`src/hdl/gle_pkg.sv`:
```
// Shared constants for the GCD / LCM block.
// No dependencies; imported by gle_divider and gcd_lcm_euclid_top.
`timescale 1ns / 1ps

package gle_pkg;

  localparam int GLE_WIDTH = 32;
  localparam int OPND_W    = 32;
  localparam int PROD_W    = 64;

endpackage

```
`src/hdl/gle_divider.sv`:
```
// Restoring shift-subtract divider, one quotient bit per cycle.
// Depends on gle_pkg for the default operand width.
`timescale 1ns / 1ps

module gle_divider import gle_pkg::*; #(
  parameter int WIDTH = GLE_WIDTH
) (
  input  logic             clk,
  input  logic             rst,
  input  logic             start,
  input  logic [WIDTH-1:0] dividend,
  input  logic [WIDTH-1:0] divisor,
  output logic             done,
  output logic [WIDTH-1:0] quotient,
  output logic [WIDTH-1:0] remainder
);

  localparam int CW = $clog2(WIDTH + 1);

  logic [WIDTH-1:0] rem;
  logic [WIDTH-1:0] quo;
  logic [WIDTH-1:0] dvs;
  logic [CW-1:0]    cnt;
  logic             busy;

  logic [WIDTH:0]   shifted;
  logic [WIDTH:0]   diff;

  assign shifted = {rem, quo[WIDTH-1]};
  assign diff    = shifted - {1'b0, dvs};

  always_ff @(posedge clk) begin
    if (rst) begin
      busy <= 1'b0;
      done <= 1'b0;
      cnt  <= '0;
    end else begin
      done <= 1'b0;
      if (start) begin
        busy <= 1'b1;
        cnt  <= CW'(WIDTH);
      end else if (busy) begin
        cnt <= cnt - 1'b1;
        if (cnt == CW'(1)) begin
          busy <= 1'b0;
          done <= 1'b1;
        end
      end
    end
  end

  always_ff @(posedge clk) begin
    if (start) begin
      rem <= '0;
      quo <= dividend;
      dvs <= divisor;
    end else if (busy) begin
      if (!diff[WIDTH]) begin
        rem <= diff[WIDTH-1:0];
        quo <= {quo[WIDTH-2:0], 1'b1};
      end else begin
        rem <= shifted[WIDTH-1:0];
        quo <= {quo[WIDTH-2:0], 1'b0};
      end
    end
  end

  assign quotient  = quo;
  assign remainder = rem;

endmodule

```
`src/hdl/gcd_lcm_euclid_top.sv`:
```
// Top level of the GCD / LCM block: sequencer, operand registers, output register.
// Depends on gle_pkg and gle_divider.
`timescale 1ns / 1ps

// Computes gcd(a, b) by Euclid's remainder iteration and lcm = (a / gcd) * b at
// 2*WIDTH bits, on the low WIDTH bits of each operand. A single bit-serial divider
// does every remainder and the final quotient. Both operands zero go straight from
// idle to the finish state with both_zero set and zero results. in_stall is high
// from acceptance until the result is loaded into the output register, which holds
// it until out_stall is low.
module gcd_lcm_euclid_top import gle_pkg::*; #(
  parameter int WIDTH = GLE_WIDTH
) (
  input  logic              clk,
  input  logic              rst,
  input  logic              in_valid,
  output logic              in_stall,
  input  logic [OPND_W-1:0] first_value,
  input  logic [OPND_W-1:0] second_value,
  output logic              out_valid,
  input  logic              out_stall,
  output logic [OPND_W-1:0] divisor_out,
  output logic [PROD_W-1:0] multiple_out,
  output logic              both_zero
);

  localparam int PW = 2 * WIDTH;

  typedef enum logic [4:0] {
    ST_IDLE   = 5'b00001,
    ST_GCD    = 5'b00010,
    ST_QUOT   = 5'b00100,
    ST_MUL    = 5'b01000,
    ST_FINISH = 5'b10000
  } state_t;

  state_t state;

  logic [WIDTH-1:0] a;
  logic [WIDTH-1:0] b;
  logic [WIDTH-1:0] x;
  logic [WIDTH-1:0] y;
  logic [WIDTH-1:0] g;
  logic [WIDTH-1:0] quot;
  logic [PW-1:0]    prod;
  logic             flag;
  logic             div_wait;

  logic             div_start;
  logic             div_done;
  logic [WIDTH-1:0] div_dividend;
  logic [WIDTH-1:0] div_divisor;
  logic [WIDTH-1:0] div_quo;
  logic [WIDTH-1:0] div_rem;
  logic [PW-1:0]    mul_full;
  logic             in_take;
  logic             out_load;

  assign in_stall  = (state != ST_IDLE);
  assign in_take   = in_valid && !in_stall;
  assign out_load  = (state == ST_FINISH) && (!out_valid || !out_stall);

  assign div_start = !div_wait &&
                     (((state == ST_GCD) && (y != '0)) || (state == ST_QUOT));
  assign div_dividend = (state == ST_QUOT) ? a : x;
  assign div_divisor  = (state == ST_QUOT) ? g : y;
  assign mul_full     = {{WIDTH{1'b0}}, quot} * {{WIDTH{1'b0}}, b};

  gle_divider #(.WIDTH(WIDTH)) u_div (
    .clk       (clk),
    .rst       (rst),
    .start     (div_start),
    .dividend  (div_dividend),
    .divisor   (div_divisor),
    .done      (div_done),
    .quotient  (div_quo),
    .remainder (div_rem)
  );

  always_ff @(posedge clk) begin
    if (rst) begin
      state    <= ST_IDLE;
      div_wait <= 1'b0;
      out_valid <= 1'b0;
    end else begin
      if (out_load) begin
        out_valid <= 1'b1;
      end else if (out_valid && !out_stall) begin
        out_valid <= 1'b0;
      end
      if (div_start) begin
        div_wait <= 1'b1;
      end else if (div_done) begin
        div_wait <= 1'b0;
      end
      case (state)
        ST_IDLE: begin
          if (in_take) begin
            if (first_value[WIDTH-1:0] == '0 && second_value[WIDTH-1:0] == '0) begin
              state <= ST_FINISH;
            end else begin
              state <= ST_GCD;
            end
          end
        end
        ST_GCD: begin
          if (!div_wait && y == '0) begin
            state <= ST_QUOT;
          end
        end
        ST_QUOT: begin
          if (div_wait && div_done) begin
            state <= ST_MUL;
          end
        end
        ST_MUL: begin
          state <= ST_FINISH;
        end
        ST_FINISH: begin
          if (out_load) begin
            state <= ST_IDLE;
          end
        end
        default: begin
          state <= ST_IDLE;
        end
      endcase
    end
  end

  always_ff @(posedge clk) begin
    case (state)
      ST_IDLE: begin
        if (in_take) begin
          a    <= first_value[WIDTH-1:0];
          b    <= second_value[WIDTH-1:0];
          x    <= first_value[WIDTH-1:0];
          y    <= second_value[WIDTH-1:0];
          g    <= '0;
          prod <= '0;
          flag <= (first_value[WIDTH-1:0] == '0 && second_value[WIDTH-1:0] == '0);
        end
      end
      ST_GCD: begin
        if (!div_wait && y == '0) begin
          g <= x;
        end else if (div_wait && div_done) begin
          x <= y;
          y <= div_rem;
        end
      end
      ST_QUOT: begin
        if (div_wait && div_done) begin
          quot <= div_quo;
        end
      end
      ST_MUL: begin
        prod <= mul_full;
      end
      default: begin
      end
    endcase
    if (out_load) begin
      divisor_out  <= OPND_W'(g);
      multiple_out <= PROD_W'(prod);
      both_zero    <= flag;
    end
  end

endmodule
```
`config.mk`:
```
export PLATFORM = sky130hd
export DESIGN_NAME = gcd_lcm_euclid_top
export DESIGN_NICKNAME = d
export VERILOG_FILES = /design/src/hdl/gle_pkg.sv /design/src/hdl/gle_divider.sv /design/src/hdl/gcd_lcm_euclid_top.sv
export SDC_FILE = /design/constraint.sdc
export NUM_CORES = 2
export LEC_CHECK = 0
export BUFFER_PORTS_ARGS = -buffer_cell sky130_fd_sc_hd__buf_4
export CAP_MARGIN = 20
export CORE_AREA = 8 8 468 470
export CTS_BUF_LIST = sky130_fd_sc_hd__clkbuf_8
export CTS_CLUSTER_SIZE = 30
export DETAILED_ROUTE_END_ITERATION = 12
export DIE_AREA = 0 0 476 478
export PLACE_DENSITY_LB_ADDON = 0.2
export SETUP_SLACK_MARGIN = 0.1
export SYNTH_ARGS = -nofsm -noshare
export SYNTH_HDL_FRONTEND = slang
export SYNTH_SLANG_ARGS = --single-unit
```
`constraint.sdc`:
```
create_clock -name clk -period 8.25 [get_ports clk]
set_clock_uncertainty 0.1 [all_clocks]
set_input_delay 1.65 -clock clk [delete_from_list [all_inputs] [get_ports clk]]
set_output_delay 1.65 -clock clk [all_outputs]
set_load 0.005 [all_outputs]
```
# [Yosys cells after proc, flatten, opt, wreduce, memory -nomap -nowiden]
# Index checks and enable logic that the tools add are counted.
# Widths: inputs -> output; s select.
[op_classes] addsub=2 mul=1 n_eq_ne=13 n_mux=35 bitwise=1 n_reduce_logical=31
[ops] op="$mux 32" count=13
[ops] op="$pmux 32 s2" count=3
[ops] op="$pmux 64 s2" count=1
[ops] op="$logic_not 32->1" count=3
[ops] op="$mul 32x32->64" count=1
[ops] op="$mux 64" count=1
[ops] op="$sub 33x32->33" count=1
[ops] op="$reduce_bool 32->1" count=1
[ops] op="$mux 5" count=5
[ops] op="$pmux 5 s5" count=1
[ops] op="$mux 6" count=2
[ops] op="$reduce_bool 2->1" count=5
[ops] op="$mux 1" count=9
[ops] op="$logic_and 1x1->1" count=8
[ops] op="$reduce_and 4->1" count=2
[ops] op="$eq 6x1->1 const B" count=1
[ops] op="$ne 2x1->1 const B" count=3
[ops] op="$ne 2x2->1 const B" count=3
[ops] op="$reduce_and 2->1" count=3
[ops] op="$sub 6x1->6 const B" count=1
[ops] op="$eq 5x1->1 const B" count=1
[ops] op="$eq 5x2->1 const B" count=1
[ops] op="$eq 5x3->1 const B" count=1
[ops] op="$eq 5x4->1 const B" count=1
[ops] op="8 further kinds" count=12
[totals] regBits=465 word_cells=104

# [Depth between registers and ports, before layout]
[logic_depth] word_depth=5 mapped_depth=29 mapped_depth_nobuf=27

# [Cells and area by module]
# A second synthesis with hierarchy kept.
[unflattened] cells_unflattened=5057 hier_area_um2=52489.1
[by_module_without_submodules] mod="gcd_lcm_euclid_top" n_inst=1 cells_each=4506 area_per_inst_um2=46544.6
[by_module_without_submodules] mod="gle_divider" n_inst=1 cells_each=551 area_per_inst_um2=5944.5

# [Worst setup path before layout]
# OpenSTA, ideal clock, no wires.
[synth_timing] path_kind="flip-flop to flip-flop" from="register b[2]" to="register prod[60], data pin" setup_ns=0.269 t_arrival_ns=7.007 required_ns=7.881 setup_slack_ns=0.873 path_stages_with_launch=28 period_less_slack_ns=7.377 cell_sequence="edfxtp_1 > clkbuf_1 > and2_1 > fa_1 > inv_1 > fa_1 > fa_1 > fa_1 > inv_1 > fa_1 > inv_1 > fa_1 > inv_1 > fa_1 > inv_1 > fa_1 > inv_1 > ha_1 > buf_2 > and4_1 > and2_1 > o211ai_1 > a21o_1 > a21oi_1 > o211ai_2 > a2111oi_0 > o21a_1 > nor3_1"
[synth_via] elab_chain_cells=2
[synth_rtl] item="start, declared" line_no="gcd_lcm_euclid_top.sv:40" rtl="logic [WIDTH-1:0] b;"
[synth_rtl] item="start signal, assigned" line_no="gcd_lcm_euclid_top.sv:136" rtl="b <= second_value[WIDTH-1:0];"
[synth_rtl] item="$mul 32x32->64" line_no="gcd_lcm_euclid_top.sv:67" rtl="assign mul_full = {{WIDTH{1'b0}}, quot} * {{WIDTH{1'b0}}, b};"
[synth_rtl] item="$pmux 64 s2" line_no="gcd_lcm_euclid_top.sv:132" rtl="case (state)"
[synth_rtl] item="end signal, assigned" line_no="gcd_lcm_euclid_top.sv:158" rtl="prod <= mul_full;"
[synth_rtl] item="end, declared" line_no="gcd_lcm_euclid_top.sv:45" rtl="logic [PW-1:0] prod;"
# Every way passes these cells.
# A chain may end at the register's enable or synchronous reset.

# [Worst setup path after layout]
[layout_timing] from="register b[17]" to="register prod[51], data pin"
# The elaborated chain is that of the path after synthesis.

==> results.py <==
metrics = {
    "sta": {
        "setup_viol": 0,
        "finalSetupTns_ns": 0,
        "slew_headroom": 0.271,
        "worst_pin_slew_ns": 1.09,
        "rsz0062_at_grt": "true",
        "min_period_ns": 7.84,
        "fmax_mhz": 127,
        "slew_viol_final": 0,
        "fin_crit_sh": 0.951,
        "hold_violations": 0,
    },
    "grt": {
        "antenna_found_initial": 9,
        "grt_overflow": 0,
        "grt_first_pass_wirelength_mm": 245,
        "grt_pass1_vias": 38800,
        "grt.total_usage": 0.139,
        "grt_max_degree": 98,
    },
    "critical_path": {
        "crit_fanout": 19,
        "crit_top_cell": "fa_1",
        "worstReg2RegEnd": "prod[51]",
        "crit_slowest_cell": "edfxtp_1",
        "r2r.worst_path.cells": 25,
        "r2r_setup_slack_ns": 0.41,
        "reg2reg_from": "b[17]",
        "worstPathRequired_ns": 8.80,
        "critPathKind": "register to register",
        "crit_path_max_incr_delay_ns": 0.60,
        "critPathCaptureType": "register",
        "arrival_ns": 8.39,
        "worstSetupStartpointType": "register",
    },
    "routing": {
        "met1_length_mm": 83.8,
        "drt_iter0_markers": 2191,
        "drtPass1Iterations": 5,
        "wl_met3_mm": 6.63,
        "wl_met2_mm": 66.6,
        "vias_per_cell": 4.33,
        "vias": 35600,
        "routed.top_layer": "met4",
        "routed_wl_mm": 160,
        "drcViolationCount": 0,
        "ant_nets": 0,
        "wire_per_inst_um": 19.4,
    },
    "clock_tree": {
        "clkTransAtPathRegs_ns": 0.06,
        "clk_latency_ns": 0.81,
        "clock_path_buffers": 3,
        "root_buffer": "clkbuf_8",
        "cts_buffers": 84,
        "cts.hold.buffers_added": 0,
        "cts_tree": "built",
        "cts_sinks": 465,
        "htreeDepth": 3,
    },
    "logic_synthesis": {
        "yosysSeqAreaShare": 0.256,
        "synth_area_leaders": "fa_1 (34%), edfxtp_1 (24%), and2_1 (7.5%)",
        "synth.distinct_cells": 82,
        "syn_nets": 6427,
        "netlist.area_leader.share": 0.341,
        "async_reset_ff_frac": 0,
        "avgSynthCellArea_um2": 10.2,
        "synth_edf_count": 418,
        "synth-main-ff-cell": "edfxtp_1",
        "ys_warn_count": 0,
        "synthesis.area_um2": 52600,
        "yosys.area.top_type": "fa_1",
        "synth-seq-cells": 465,
        "postSynthCellCount": 5165,
    },
    "hold_path": {
        "holdPathEnd": "multiple_out[37]",
        "hp-start": "prod[37]",
        "worstHoldPathCells": 0,
        "hp-class": "register to register",
    },
    "die": {
        "core_region_area_um2": 211000,
        "ios": 167,
        "start_util": 0.249,
        "fp.dieArea_um2": 228000,
        "die_x_um": 476,
        "die_height_um": 478,
        "rows": 169,
    },
    "layout": {
        "fillCellCount": 22100,
        "finalCoreUtilization": 0.284,
        "syn_to_final_growth_pct": 13.9,
        "layout.nets": 6607,
        "drive_above_1_share": 0.103,
    },
    "run": {
        "maxCapViolations": 0,
    },
    "placed_design": {
        "hpwlAfterDp_mm": 130,
        "portBuffers": 166,
        "gp_congestion": 0.828,
    },
    "status": {
        "status": "completed",
    },
}
[layout by cell type (no fill, tap or decap), types with 58 or more instances in the layout]
master / netlist / layout
buf_4: 1 / 350
inv_1: 930 / 949
ha_1: 297 / 297
o21ai_0: 105 / 103
a21oi_1: 133 / 131
fa_1: 897 / 897
nand2_1: 744 / 743
mux2i_1: 58 / 58
nor2_1: 112 / 111
edfxtp_1: 418 / 418
and2_1: 635 / 635
clkbuf_8: 0 / 89
[routing by layer]
layer	vias up	global-route usage
met3	161	0.0209
met1	18400	0.215
met4	0	0.0274
met5	-	0
met2	714	0.205
li1	16400	-
[flip-flops by register name (all words and copies together), names as in the netlist, 32 cells and up]
| name | cells |
|---|---|
| multiple_out | 64 |
| prod | 64 |
| a | 32 |
| b | 32 |
| divisor_out | 32 |
| g | 32 |
| quot | 32 |
| u_div.dvs | 32 |
| u_div.quotient | 32 |
| u_div.remainder | 32 |
| x | 32 |
| y | 32 |
[logic make-up after synthesis]
logic type	share of synthesized area
buffers and inverters	0.0868
AND/OR/NAND/NOR	0.161
AO/OA/AOI/OAI	0.0522
flip-flops	0.256
adder cells (fa/ha/maj)	0.412
XOR/XNOR	0.0131
multiplexers	0.0181
[stage by stage]
| step | instance area (µm²) | worst slack [ns] | hold WS [ns] | instances |
|---|---|---|---|---|
| floorplan | 52600 | 0.873 | 0.300 | 5165 |
| global placement | 58000 | 0.239 | 0.301 | 8064 |
| detailed placement | 58000 | 0.256 | 0.305 | 8064 |
| CTS | 59800 | 0.268 | 0.285 | 8216 |
| global route | 59900 | 0.0333 | 0.286 | 8233 |
| finish | 59900 | 0.406 | 0.286 | 8237 |
[synthesized netlist by cell type, types with 4 or more instances]
library cell	n
inv_1	930
fa_1	897
nand2_1	744
and2_1	635
edfxtp_1	418
ha_1	297
clkbuf_1	257
a21oi_1	133
nor2_1	112
o21ai_0	105
mux2i_1	58
a21o_1	52
xnor2_1	52
dfxtp_1	47
mux2_2	33
nor3_1	32
nor4_1	29
nand4_1	27
xor2_1	27
nand3_1	26
o21bai_1	21
and3_1	18
a211oi_1	15
nand2b_1	14
o21a_1	14
a31oi_1	12
nor2b_1	10
o211ai_1	10
buf_1	9
and4_1	8
nor3b_1	7
o31ai_1	7
or2_2	7
or3_1	7
o21ai_1	6
a221o_1	5
buf_2	5
a2111oi_0	4
a311oi_1	4
a41oi_1	4
o31a_1	4
[final cells by class]
class                      instances  area [µm²]  area share
timing repair buffer             369        3000      0.0500
inverter                         931        3490      0.0583
antenna                            5        12.5    0.000209
clock buffer                      89        1220      0.0204
multi-input combinational       3494       34700       0.578
tap                             2821        3530      0.0589
sequential                       465       13500       0.225
clock inverter                    63         522     0.00871
[critical path, delay by kind of cell (launching register included)]
| family | cells | cell delay, ns |
|---|---|---|
| DFF | 1 | 0.60 |
| buffers and inverters | 8 | 1.03 |
| AOI/OAI and AO/OA | 4 | 0.59 |
| and+or+nand+nor | 4 | 0.99 |
| adders and majority gates | 9 | 4.39 |
[how the worst max path moves through the flow]
stage / startpoint / slack, ns / cells after the start / endpoint
finish: b[17] / 0.41 / 25 / prod[51]
global placement: b[7] / 0.24 / 26 / prod[60]
floorplan: b[2] / 0.87 / 27 / prod[60]
global route: quot[25] / 0.03 / 21 / prod[63]
detailed placement: b[2] / 0.26 / 25 / prod[60]
CTS: b[7] / 0.27 / 26 / prod[60]
[what timing repair did]
| action | in CTS | in global routing |
|---|---|---|
| endpoints found under the setup margin | 0 | 12 |
| buffers inserted | 0 | 16 |
| gates resized for setup | 0 | 4 |
Power is left out: the tool's default activity adds up to more than one toggle a clock period on the data nets, which glitch-free logic cannot reach.
